[src/hdl/rrps_pkg.sv]
// Shared types, constants and helpers for the round-robin process scheduler.
package rrps_pkg;

   localparam int NUM_SLOTS  = 8;
   localparam int SLEEP_BITS = 16;
   localparam int IDX_W      = $clog2(NUM_SLOTS);

   // Fixed field widths of the request and response items
   localparam int OP_W     = 3;
   localparam int TICKS_W  = 16;
   localparam int SLOT_W   = 3;
   localparam int STATUS_W = 2;
   localparam int LIMIT_W  = 8;

   localparam logic [LIMIT_W-1:0] SLICE_LIMIT_RESET = LIMIT_W'(16);
   localparam longint unsigned SLEEP_MAX = (64'd1 << SLEEP_BITS) - 64'd1;

   typedef enum logic [OP_W-1:0] {
      OP_TICK  = 3'd0,
      OP_SLEEP = 3'd1,
      OP_EXIT  = 3'd2,
      OP_BLOCK = 3'd3,
      OP_WAKE  = 3'd4,
      OP_FORK  = 3'd5
   } op_type;

   typedef enum logic [1:0] {
      ST_DEAD     = 2'd0,
      ST_RUNNABLE = 2'd1,
      ST_RUNNING  = 2'd2,
      ST_BLOCKED  = 2'd3
   } slot_state_type;

   typedef enum logic [STATUS_W-1:0] {
      STAT_OK          = 2'd0,
      STAT_NO_FREE     = 2'd1,
      STAT_NOT_BLOCKED = 2'd2
   } status_type;

   // Decoded request, broadcast to every cell
   typedef struct packed {
      logic                  fire;
      logic                  do_tick;
      logic                  op_sleep;
      logic                  op_exit;
      logic                  op_block;
      logic                  op_wake;
      logic                  op_fork;
      logic [IDX_W-1:0]      cur;
      logic [IDX_W-1:0]      target;
      logic [SLEEP_BITS-1:0] ticks;
   } cmd_type;

   // Scheduling decision, broadcast back to every cell
   typedef struct packed {
      logic             advance;
      logic [IDX_W-1:0] pick;
   } sched_type;

   // Ripple chain between neighboring cells: first dead slot, and the
   // rotating search split into slots above and below the running one
   typedef struct packed {
      logic             fork_taken;
      logic [IDX_W-1:0] fork_idx;
      logic             hi_taken;
      logic [IDX_W-1:0] hi_idx;
      logic             lo_taken;
      logic [IDX_W-1:0] lo_idx;
   } chain_type;

   typedef struct packed {
      logic cur_run;
      logic cur_rdy;
      logic wake_hit;
      logic running;
   } cell_stat_type;

   function automatic logic [SLEEP_BITS-1:0] sat_ticks(input logic [TICKS_W-1:0] ticks);
      logic [63:0] wide;
      wide = 64'(ticks);
      if (wide > SLEEP_MAX) begin
         return {SLEEP_BITS{1'b1}};
      end
      return SLEEP_BITS'(wide);
   endfunction

endpackage

[src/hdl/rrps_req_if.sv]
// Request channel: one scheduler operation per request.
interface rrps_req_if;
   logic                         valid;
   logic                         ready;
   logic [rrps_pkg::OP_W-1:0]    opcode;
   logic [rrps_pkg::TICKS_W-1:0] sleep_ticks;
   logic [rrps_pkg::SLOT_W-1:0]  target_slot;

   modport source (output valid, opcode, sleep_ticks, target_slot, input ready);
   modport sink   (input valid, opcode, sleep_ticks, target_slot, output ready);
endinterface

[src/hdl/rrps_rsp_if.sv]
// Response channel: outcome of one scheduler operation.
interface rrps_rsp_if;
   logic                          valid;
   logic                          ready;
   logic [rrps_pkg::SLOT_W-1:0]   running_slot;
   logic                          switched;
   logic [rrps_pkg::SLOT_W-1:0]   new_slot;
   logic [rrps_pkg::STATUS_W-1:0] status;

   modport source (output valid, running_slot, switched, new_slot, status, input ready);
   modport sink   (input valid, running_slot, switched, new_slot, status, output ready);
endinterface

[src/hdl/rrps_csr_if.sv]
// Control register write channel: slice limit.
interface rrps_csr_if;
   logic                         valid;
   logic                         ready;
   logic [rrps_pkg::LIMIT_W-1:0] data;

   modport source (output valid, data, input ready);
   modport sink   (input valid, data, output ready);
endinterface

[src/hdl/rrps_cell.sv]
// One process slot: state, sleep countdown, blocked mark and chain logic.
module rrps_cell (
   input  logic                         clock,
   input  logic                         reset,
   input  logic [rrps_pkg::IDX_W-1:0]   slot_id,
   input  rrps_pkg::cmd_type            cmd,
   input  rrps_pkg::sched_type          sched,
   input  rrps_pkg::chain_type          chain_in,
   output rrps_pkg::chain_type          chain_out,
   output rrps_pkg::cell_stat_type      stat
);

   rrps_pkg::slot_state_type            state_ff, state_in;
   logic [rrps_pkg::SLEEP_BITS-1:0]     sleep_ff, sleep_in;
   logic                                forever_ff, forever_in;

   rrps_pkg::slot_state_type            st1, st2;
   logic [rrps_pkg::SLEEP_BITS-1:0]     sl1, sl2;
   logic                                bf1;
   logic                                is_cur;
   logic                                dead_now;
   logic                                fork_gnt;
   logic                                wake_hit;
   logic                                cand;
   logic                                cand_hi;
   logic                                cand_lo;

   always_comb begin
      is_cur   = (slot_id == cmd.cur);
      dead_now = (state_ff == rrps_pkg::ST_DEAD);
      fork_gnt = cmd.op_fork && dead_now && !chain_in.fork_taken;
      wake_hit = cmd.op_wake && (slot_id == cmd.target) &&
                 (state_ff == rrps_pkg::ST_BLOCKED);

      // operation applied before the tick
      st1 = state_ff;
      sl1 = sleep_ff;
      bf1 = forever_ff;
      if (is_cur && cmd.op_sleep) begin
         st1 = rrps_pkg::ST_BLOCKED;
         bf1 = 1'b0;
         sl1 = cmd.ticks;
      end else if (is_cur && cmd.op_exit) begin
         st1 = rrps_pkg::ST_DEAD;
      end else if (is_cur && cmd.op_block) begin
         st1 = rrps_pkg::ST_BLOCKED;
         bf1 = 1'b1;
      end else if (wake_hit || fork_gnt) begin
         st1 = rrps_pkg::ST_RUNNABLE;
         sl1 = '0;
         bf1 = 1'b0;
      end

      // timed countdown, running slot excluded
      st2 = st1;
      sl2 = sl1;
      if (cmd.do_tick && !is_cur && st1 == rrps_pkg::ST_BLOCKED && !bf1) begin
         if (sl1 <= rrps_pkg::SLEEP_BITS'(1)) begin
            sl2 = '0;
            st2 = rrps_pkg::ST_RUNNABLE;
         end else begin
            sl2 = sl1 - rrps_pkg::SLEEP_BITS'(1);
         end
      end

      cand    = (st2 == rrps_pkg::ST_RUNNABLE) && (slot_id != '0) && !is_cur;
      cand_hi = cand && (slot_id > cmd.cur);
      cand_lo = cand && (slot_id < cmd.cur);

      chain_out.fork_taken = chain_in.fork_taken || dead_now;
      chain_out.fork_idx   = fork_gnt ? slot_id : chain_in.fork_idx;
      chain_out.hi_taken   = chain_in.hi_taken || cand_hi;
      chain_out.hi_idx     = (cand_hi && !chain_in.hi_taken) ? slot_id : chain_in.hi_idx;
      chain_out.lo_taken   = chain_in.lo_taken || cand_lo;
      chain_out.lo_idx     = (cand_lo && !chain_in.lo_taken) ? slot_id : chain_in.lo_idx;

      stat.cur_run  = is_cur && (st2 == rrps_pkg::ST_RUNNING);
      stat.cur_rdy  = is_cur && (st2 == rrps_pkg::ST_RUNNING ||
                                 st2 == rrps_pkg::ST_RUNNABLE);
      stat.wake_hit = wake_hit;
      stat.running  = (state_ff == rrps_pkg::ST_RUNNING);

      state_in = st2;
      if (sched.advance) begin
         if (slot_id == sched.pick) begin
            state_in = rrps_pkg::ST_RUNNING;
         end else if (is_cur && st2 == rrps_pkg::ST_RUNNING) begin
            state_in = rrps_pkg::ST_RUNNABLE;
         end
      end
      sleep_in   = sl2;
      forever_in = bf1;
   end

   always_ff @(posedge clock) begin
      if (reset) begin
         state_ff   <= (slot_id == '0) ? rrps_pkg::ST_RUNNING : rrps_pkg::ST_DEAD;
         sleep_ff   <= '0;
         forever_ff <= 1'b0;
      end else if (cmd.fire) begin
         state_ff   <= state_in;
         sleep_ff   <= sleep_in;
         forever_ff <= forever_in;
      end
   end

endmodule

[src/hdl/round_robin_process_scheduler.sv]
// Top level of the round-robin process scheduler: request decode, cell row, response register.
//
// Usage:
//   req_bus carries one operation per request (tick, sleep, exit, block,
//   wake, fork). rsp_bus returns exactly one response per request: the
//   slot running afterwards, whether a new scheduling decision was made,
//   the slot a fork allocated and a status code. csr_bus writes the slice
//   limit; it is always ready and should be written only while idle.
//   A request accepted at one edge has its response valid after that
//   edge. Throughput: one request per cycle while the output register
//   is free or drains; the whole operation, including the rotating search,
//   is decided combinationally by the ripple chain through the slot cells.
//   A response that the receiver stalls stays in the output register; a
//   new request is taken in the same cycle the held response leaves.
//   Reset: slot 0 running with slice count one, all other slots dead,
//   slice limit 16, no response pending.
module round_robin_process_scheduler (
   input  logic        clock,
   input  logic        reset,
   rrps_req_if.sink    req_bus,
   rrps_rsp_if.source  rsp_bus,
   rrps_csr_if.sink    csr_bus
);

   logic [rrps_pkg::LIMIT_W-1:0]  limit_ff;
   logic [rrps_pkg::LIMIT_W-1:0]  used_ff, used_in;
   logic [rrps_pkg::IDX_W-1:0]    running_ff, running_in;
   logic                          rsp_valid_ff;
   logic [rrps_pkg::SLOT_W-1:0]   rsp_running_ff;
   logic                          rsp_switched_ff;
   logic [rrps_pkg::SLOT_W-1:0]   rsp_new_ff;
   logic [rrps_pkg::STATUS_W-1:0] rsp_status_ff;

   rrps_pkg::cmd_type             cmd;
   rrps_pkg::sched_type           sched;
   rrps_pkg::chain_type           chain [rrps_pkg::NUM_SLOTS+1];
   rrps_pkg::cell_stat_type       stat  [rrps_pkg::NUM_SLOTS];
   logic [rrps_pkg::NUM_SLOTS-1:0] run_mask;
   logic                          any_cur_run;
   logic                          any_cur_rdy;
   logic                          any_wake;
   logic                          keep;
   logic                          fire;
   rrps_pkg::status_type          status;

   assign fire          = req_bus.valid && req_bus.ready;
   assign req_bus.ready = !rsp_valid_ff || rsp_bus.ready;
   assign csr_bus.ready = 1'b1;

   always_comb begin
      cmd          = '0;
      cmd.fire     = fire;
      cmd.cur      = running_ff;
      cmd.target   = rrps_pkg::IDX_W'(req_bus.target_slot);
      cmd.ticks    = rrps_pkg::sat_ticks(req_bus.sleep_ticks);
      unique case (rrps_pkg::op_type'(req_bus.opcode))
         rrps_pkg::OP_TICK: begin
            cmd.do_tick = fire;
         end
         rrps_pkg::OP_SLEEP: begin
            cmd.op_sleep = fire && (req_bus.sleep_ticks != '0);
            cmd.do_tick  = fire && (req_bus.sleep_ticks != '0);
         end
         rrps_pkg::OP_EXIT: begin
            cmd.op_exit = fire;
            cmd.do_tick = fire;
         end
         rrps_pkg::OP_BLOCK: begin
            cmd.op_block = fire;
            cmd.do_tick  = fire;
         end
         rrps_pkg::OP_WAKE: begin
            cmd.op_wake = fire && (32'(req_bus.target_slot) < rrps_pkg::NUM_SLOTS);
         end
         rrps_pkg::OP_FORK: begin
            cmd.op_fork = fire;
         end
         default: begin
         end
      endcase
   end

   assign chain[0] = '0;

   for (genvar g = 0; g < rrps_pkg::NUM_SLOTS; g++) begin : g_cell
      rrps_cell u_cell (
         .clock     (clock),
         .reset     (reset),
         .slot_id   (rrps_pkg::IDX_W'(g)),
         .cmd       (cmd),
         .sched     (sched),
         .chain_in  (chain[g]),
         .chain_out (chain[g+1]),
         .stat      (stat[g])
      );
   end

   always_comb begin
      any_cur_run = 1'b0;
      any_cur_rdy = 1'b0;
      any_wake    = 1'b0;
      for (int i = 0; i < rrps_pkg::NUM_SLOTS; i++) begin
         any_cur_run = any_cur_run | stat[i].cur_run;
         any_cur_rdy = any_cur_rdy | stat[i].cur_rdy;
         any_wake    = any_wake | stat[i].wake_hit;
         run_mask[i] = stat[i].running;
      end
   end

   always_comb begin
      keep          = any_cur_run && (used_ff != limit_ff);
      sched.advance = cmd.do_tick && !keep;
      if (chain[rrps_pkg::NUM_SLOTS].hi_taken) begin
         sched.pick = chain[rrps_pkg::NUM_SLOTS].hi_idx;
      end else if (chain[rrps_pkg::NUM_SLOTS].lo_taken) begin
         sched.pick = chain[rrps_pkg::NUM_SLOTS].lo_idx;
      end else if (any_cur_rdy) begin
         sched.pick = running_ff;
      end else begin
         sched.pick = '0;  // idle slot
      end

      running_in = sched.advance ? sched.pick : running_ff;
      used_in    = used_ff;
      if (cmd.do_tick) begin
         used_in = keep ? used_ff + rrps_pkg::LIMIT_W'(1) : rrps_pkg::LIMIT_W'(1);
      end

      status = rrps_pkg::STAT_OK;
      if (cmd.op_fork && !chain[rrps_pkg::NUM_SLOTS].fork_taken) begin
         status = rrps_pkg::STAT_NO_FREE;
      end else if (fire && rrps_pkg::op_type'(req_bus.opcode) == rrps_pkg::OP_WAKE &&
                   !any_wake) begin
         status = rrps_pkg::STAT_NOT_BLOCKED;
      end
   end

   always_ff @(posedge clock) begin
      if (reset) begin
         limit_ff     <= rrps_pkg::SLICE_LIMIT_RESET;
         used_ff      <= rrps_pkg::LIMIT_W'(1);
         running_ff   <= '0;
         rsp_valid_ff <= 1'b0;
      end else begin
         if (csr_bus.valid && csr_bus.ready) begin
            limit_ff <= csr_bus.data;
         end
         if (fire) begin
            used_ff      <= used_in;
            running_ff   <= running_in;
            rsp_valid_ff <= 1'b1;
         end else if (rsp_bus.ready) begin
            rsp_valid_ff <= 1'b0;
         end
      end
   end

   always_ff @(posedge clock) begin
      if (fire) begin
         rsp_running_ff  <= rrps_pkg::SLOT_W'(running_in);
         rsp_switched_ff <= sched.advance;
         rsp_new_ff      <= (cmd.op_fork && chain[rrps_pkg::NUM_SLOTS].fork_taken) ?
                            rrps_pkg::SLOT_W'(chain[rrps_pkg::NUM_SLOTS].fork_idx) : '0;
         rsp_status_ff   <= status;
      end
   end

   assign rsp_bus.valid        = rsp_valid_ff;
   assign rsp_bus.running_slot = rsp_running_ff;
   assign rsp_bus.switched     = rsp_switched_ff;
   assign rsp_bus.new_slot     = rsp_new_ff;
   assign rsp_bus.status       = rsp_status_ff;

`ifndef ASSERT_OFF
   // exactly one slot is running, and it is the one the index points at
   a_one_running: assert property (@(posedge clock) disable iff (reset)
      $onehot(run_mask) && run_mask[running_ff])
      else $error("running slot and slot states disagree");

   // a switch never comes with a fork result or an error status
   a_switch_clean: assert property (@(posedge clock) disable iff (reset)
      rsp_bus.valid && rsp_bus.switched |->
         rsp_bus.status == rrps_pkg::STAT_OK && rsp_bus.new_slot == '0)
      else $error("switch reported with fork or error fields");

   // every accepted request yields a pending response
   a_fire_rsp: assert property (@(posedge clock) disable iff (reset)
      fire |=> rsp_bus.valid)
      else $error("accepted request produced no response");

   // the slice count restarts at one after every decision
   a_slice_restart: assert property (@(posedge clock) disable iff (reset)
      fire && sched.advance |=> used_ff == rrps_pkg::LIMIT_W'(1))
      else $error("slice count not restarted on switch");
`endif

endmodule

[src/flat_wrapper.sv]
// flat-port wrapper written by rule: the top's interface ports become plain ports
module round_robin_process_scheduler_flat 
  (clock, reset, req_bus_valid, req_bus_opcode, req_bus_sleep_ticks, req_bus_target_slot, req_bus_ready, rsp_bus_valid, rsp_bus_running_slot, rsp_bus_switched, rsp_bus_new_slot, rsp_bus_status, rsp_bus_ready, csr_bus_valid, csr_bus_data, csr_bus_ready);
  rrps_req_if req_bus_i ();
  rrps_rsp_if rsp_bus_i ();
  rrps_csr_if csr_bus_i ();
  input  logic clock;
  input  logic reset;
  input wire logic [$bits(req_bus_i.valid)-1:0] req_bus_valid;
  input wire logic [$bits(req_bus_i.opcode)-1:0] req_bus_opcode;
  input wire logic [$bits(req_bus_i.sleep_ticks)-1:0] req_bus_sleep_ticks;
  input wire logic [$bits(req_bus_i.target_slot)-1:0] req_bus_target_slot;
  output wire logic [$bits(req_bus_i.ready)-1:0] req_bus_ready;
  output wire logic [$bits(rsp_bus_i.valid)-1:0] rsp_bus_valid;
  output wire logic [$bits(rsp_bus_i.running_slot)-1:0] rsp_bus_running_slot;
  output wire logic [$bits(rsp_bus_i.switched)-1:0] rsp_bus_switched;
  output wire logic [$bits(rsp_bus_i.new_slot)-1:0] rsp_bus_new_slot;
  output wire logic [$bits(rsp_bus_i.status)-1:0] rsp_bus_status;
  input wire logic [$bits(rsp_bus_i.ready)-1:0] rsp_bus_ready;
  input wire logic [$bits(csr_bus_i.valid)-1:0] csr_bus_valid;
  input wire logic [$bits(csr_bus_i.data)-1:0] csr_bus_data;
  output wire logic [$bits(csr_bus_i.ready)-1:0] csr_bus_ready;
  assign req_bus_i.valid = req_bus_valid;
  assign req_bus_i.opcode = req_bus_opcode;
  assign req_bus_i.sleep_ticks = req_bus_sleep_ticks;
  assign req_bus_i.target_slot = req_bus_target_slot;
  assign req_bus_ready = req_bus_i.ready;
  assign rsp_bus_valid = rsp_bus_i.valid;
  assign rsp_bus_running_slot = rsp_bus_i.running_slot;
  assign rsp_bus_switched = rsp_bus_i.switched;
  assign rsp_bus_new_slot = rsp_bus_i.new_slot;
  assign rsp_bus_status = rsp_bus_i.status;
  assign rsp_bus_i.ready = rsp_bus_ready;
  assign csr_bus_i.valid = csr_bus_valid;
  assign csr_bus_i.data = csr_bus_data;
  assign csr_bus_ready = csr_bus_i.ready;
  round_robin_process_scheduler u_core (.clock(clock), .reset(reset), .req_bus(req_bus_i), .rsp_bus(rsp_bus_i), .csr_bus(csr_bus_i));
endmodule
[config.mk]
export PLATFORM = sky130hd
export DESIGN_NAME = round_robin_process_scheduler_flat
export DESIGN_NICKNAME = d
export VERILOG_FILES = /design/src/hdl/rrps_pkg.sv /design/src/hdl/rrps_req_if.sv /design/src/hdl/rrps_rsp_if.sv /design/src/hdl/rrps_csr_if.sv /design/src/hdl/rrps_cell.sv /design/src/hdl/round_robin_process_scheduler.sv /design/src/flat_wrapper.sv
export SDC_FILE = /design/constraint.sdc
export NUM_CORES = 1
export LEC_CHECK = 0
export ABC_AREA = 1
export BUFFER_PORTS_ARGS = -buffer_cell sky130_fd_sc_hd__buf_2
export CORE_MARGIN = 3
export CORE_UTILIZATION = 30
export DETAILED_ROUTE_END_ITERATION = 10
export PLACE_DENSITY = 0.55
export SLEW_MARGIN = 25
export SYNTH_ARGS = -nofsm -noshare
export SYNTH_HDL_FRONTEND = slang
export SYNTH_HIERARCHICAL = 1
export SYNTH_SLANG_ARGS = --single-unit
[constraint.sdc]
create_clock -name clock -period 17 [get_ports clock]
set_input_delay 3.4 -clock clock [delete_from_list [all_inputs] [get_ports clock]]
set_output_delay 3.4 -clock clock [all_outputs]
set_load 0.005 [all_outputs]
==> impl_metrics.xml <==
<?xml version="1.0" encoding="UTF-8"?>
<metrics>
  <group name="setup_path">
    <metric name="critPathTopFamily" unit="">simple AND/OR/NAND/NOR gates</metric>
    <metric name="crit_buf_inv" unit="">6</metric>
    <metric name="worstSetupStartpointType" unit="">primary input</metric>
    <metric name="worst_path_cell_with_the_longest_stage_delay" unit="">sky130_fd_sc_hd__nor2_1</metric>
    <metric name="cp_slowest_stage_delay" unit="ns">0.57</metric>
    <metric name="critical_path_data_arrival_time" unit="ns">10.43</metric>
    <metric name="endpoint_kind" unit="">flip-flop</metric>
    <metric name="worst_ep_required_time" unit="ns">17.25</metric>
    <metric name="cp_max_fo" unit="">24</metric>
    <metric name="criticalPathCategory" unit="">primary input to flip-flop</metric>
  </group>
  <group name="power_and_ir_drop">
    <metric name="vdd_drop_max" unit="mV">0.0740</metric>
    <metric name="power.static_leakage" unit="uW">0.0102</metric>
    <metric name="p_sw_frac" unit="">0.397</metric>
    <metric name="combPwrFrac" unit="">0.359</metric>
    <metric name="power.density" unit="nW/um2">71.3</metric>
    <metric name="pwr-share-clk" unit="">0.304</metric>
    <metric name="net-switching-power" unit="uW">564</metric>
    <metric name="cell_internal_pwr" unit="uW">856</metric>
    <metric name="power_frac_seq" unit="">0.337</metric>
  </group>
  <group name="clocking">
    <metric name="hold_buffers" unit="">0</metric>
    <metric name="post_cts_buffers" unit="">0</metric>
    <metric name="cts_sinks" unit="">181</metric>
    <metric name="cts_max_path_buffers" unit="">2</metric>
    <metric name="tritoncts" unit="">yes</metric>
    <metric name="insertion_delay" unit="ns">0.50</metric>
    <metric name="post_cts.resized_instances" unit="">0</metric>
    <metric name="cts-buffers-inserted" unit="">17</metric>
    <metric name="clock-root-buffer" unit="">sky130_fd_sc_hd__clkbuf_16</metric>
    <metric name="cts.clk_slew.worst_paths" unit="ns">0.08</metric>
    <metric name="htreeDepth" unit="">4</metric>
  </group>
  <group name="detailed_routing">
    <metric name="first_iter_violations" unit="">1327</metric>
    <metric name="drc_errors" unit="">0</metric>
    <metric name="route.final.wire_length" unit="um">58200</metric>
    <metric name="avgRoutedWirePerCell" unit="um">14.6</metric>
    <metric name="average_via_count_per_standard_cell" unit="">4.61</metric>
    <metric name="total_via_count_in_the_routed_design" unit="">18400</metric>
    <metric name="detail-route-antenna-nets" unit="">0</metric>
    <metric name="firstDrtPassIters" unit="">5</metric>
  </group>
  <group name="placement">
    <metric name="place.detailed.instances" unit="">3952</metric>
    <metric name="gp_congestion" unit="">0.873</metric>
    <metric name="dpl.hpwl" unit="um">43600</metric>
    <metric name="port_buffers" unit="">45</metric>
    <metric name="place_worst_setup_slack" unit="ns">6.34</metric>
  </group>
  <group name="global_route">
    <metric name="grt_pass1_vias" unit="">17200</metric>
    <metric name="globalRoute.totalOverflow" unit="">0</metric>
    <metric name="grt_util_all_layers" unit="">0.187</metric>
    <metric name="initial_antenna_violation_count" unit="">3</metric>
    <metric name="global_route_wire_length_before_repair" unit="um">93000</metric>
    <metric name="largest_net_degree_at_the_start_of_global_routing" unit="">42</metric>
  </group>
  <group name="sta">
    <metric name="timing_hold_violations_final" unit="">0</metric>
    <metric name="hold_ws" unit="ns">0.453</metric>
    <metric name="setup-violations-final" unit="">0</metric>
    <metric name="post-route-worst-setup-slack" unit="ns">6.82</metric>
    <metric name="min_period_over_period" unit="">0.599</metric>
    <metric name="report.final.slew_viol_count" unit="">0</metric>
    <metric name="summed_negative_setup_slack_over_all_endpoints" unit="ns">0</metric>
    <metric name="period_minus_slack" unit="ns">10.18</metric>
    <metric name="timing.fmax" unit="MHz">98.2</metric>
    <metric name="slew-limit-headroom" unit="">0.336</metric>
    <metric name="worstMarginPinSlew" unit="ns">0.997</metric>
    <metric name="rsz_0062_raised_after_global_routing" unit="">no</metric>
    <metric name="final.setup_skew" unit="ns">0.0178</metric>
  </group>
  <group name="logic_synthesis">
    <metric name="post_synth_instance_area" unit="um2">17900</metric>
    <metric name="syn-mean-instance-area" unit="um2">5.87</metric>
    <metric name="synthesis.yosys.warnings" unit="">6</metric>
    <metric name="netlist_instances" unit="">3055</metric>
  </group>
  <group name="cells_and_area">
    <metric name="filler_cell_count" unit="">6647</metric>
    <metric name="instances_no_fill" unit="">3985</metric>
    <metric name="finalCoreUtilization" unit="">0.337</metric>
    <metric name="finalNetCount" unit="">3290</metric>
    <metric name="drive_gt1_frac" unit="">0.111</metric>
    <metric name="layout-area-overhead-vs-synth" unit="%">10.9</metric>
  </group>
  <group name="floorplan">
    <metric name="initial_core_util" unit="">0.304</metric>
    <metric name="dieWidth" unit="um">251</metric>
    <metric name="design.die.area" unit="um2">62800</metric>
    <metric name="top_level_port_count" unit="">47</metric>
    <metric name="rows" unit="">89</metric>
    <metric name="coreArea" unit="um2">59100</metric>
    <metric name="die_height" unit="um">251</metric>
  </group>
  <group name="status">
    <metric name="outcome" unit="">finished clean</metric>
  </group>
  <group name="job">
    <metric name="maxcap_violations" unit="">0</metric>
  </group>
  <group name="min_path">
    <metric name="min-delay-path-class" unit="">flip-flop to flip-flop</metric>
  </group>
</metrics>
metrics by stage:
stage          total power [uW]  instance area (um2)
6_report                   1420                19900
2_1_floorplan               864                18400
3_5_place_dp                990                19300
5_1_grt                    1520                19900
3_3_place_gp                988                19300
4_1_cts                    1430                19900
power by group through the flow:
stage	sequential, uW	combinational [uW]	clock (uW)
6_report	478	510	431
4_1_cts	478	504	449
5_1_grt	482	579	461
2_1_floorplan	482	382	0
3_5_place_dp	488	502	0
3_3_place_gp	488	500	0
worst min-delay path, cell delays in order (launching register included):
cell and delay, ns:
sky130_fd_sc_hd__dfxtp_1 0.31, sky130_fd_sc_hd__nand2_1 0.06, sky130_fd_sc_hd__nand2_1 0.04
final timing paths:
kind / endpoint / slack, ns / cells past startpoint / startpoint
worst min-delay path: u_core/g_cell[7].u_cell/sleep_ff[9]$_SDFFE_PP0P_ / 0.45 / 2 / u_core/g_cell[7].u_cell/sleep_ff[9]$_SDFFE_PP0P_
worst max register to register: u_core/g_cell[7].u_cell/state_ff[1]$_DFFE_PP_ / 9.79 / 39 / u_core/rsp_bus.valid$_SDFFE_PP0P_
worst max-delay path: u_core/g_cell[7].u_cell/state_ff[1]$_DFFE_PP_ / 6.82 / 41 / req_bus_sleep_ticks[7]
worst min register to register: u_core/g_cell[7].u_cell/sleep_ff[9]$_SDFFE_PP0P_ / 0.45 / 2 / u_core/g_cell[7].u_cell/sleep_ff[9]$_SDFFE_PP0P_
placed cells by master (no fill, tap or decap), types with 33 or more instances in the layout:
| master | instances |
|---|---|
| sky130_fd_sc_hd__o21a_1 | 48 |
| sky130_fd_sc_hd__xor2_1 | 42 |
| sky130_fd_sc_hd__nand3_1 | 159 |
| sky130_fd_sc_hd__a21oi_1 | 61 |
| sky130_fd_sc_hd__conb_1 | 116 |
| sky130_fd_sc_hd__nor2_1 | 418 |
| sky130_fd_sc_hd__inv_2 | 63 |
| sky130_fd_sc_hd__nand4_1 | 48 |
| sky130_fd_sc_hd__buf_2 | 45 |
| sky130_fd_sc_hd__xnor2_1 | 33 |
| sky130_fd_sc_hd__inv_1 | 435 |
| sky130_fd_sc_hd__o21ai_1 | 55 |
| sky130_fd_sc_hd__dfxtp_1 | 156 |
| sky130_fd_sc_hd__nand2_2 | 59 |
| sky130_fd_sc_hd__o22ai_1 | 33 |
| sky130_fd_sc_hd__nand2_1 | 988 |
| sky130_fd_sc_hd__ha_1 | 57 |
| sky130_fd_sc_hd__o21ai_0 | 65 |
sequential cells by signal, summed over array words and instances (netlist names):
signal                           cells
u_core/g_cell.u_cell/forever_ff      8
u_core/used_ff                       8
u_core/rsp_bus.status                2
u_core/rsp_bus.switched              1
u_core/rsp_bus.valid                 1
u_core/g_cell.u_cell/sleep_ff      128
u_core/g_cell.u_cell/state_ff       16
u_core/rsp_bus.new_slot              3
u_core/rsp_bus.running_slot          3
u_core/running_ff                    3
u_core/limit_ff                      8
metal layers:
layer	GRT usage	vias to the layer above	wire (um)
met5	0	-	22
met4	0.0642	4	1470
met3	0.0307	81	2780
met2	0.313	346	26800
met1	0.245	8235	27100
li1	-	9711	-
final cells by class:
type | instances | area [um2] | share of cell area
antenna | 1 | 2.50 | 0.000126
clock buffer | 18 | 450 | 0.0226
clock inverter | 14 | 146 | 0.00735
inverter | 519 | 1960 | 0.0982
multi-input combinational | 2426 | 12200 | 0.614
sequential | 181 | 3870 | 0.195
tap | 773 | 967 | 0.0486
timing repair buffer | 53 | 285 | 0.0143
No activity file was read; power rests on OpenSTA's default activity.
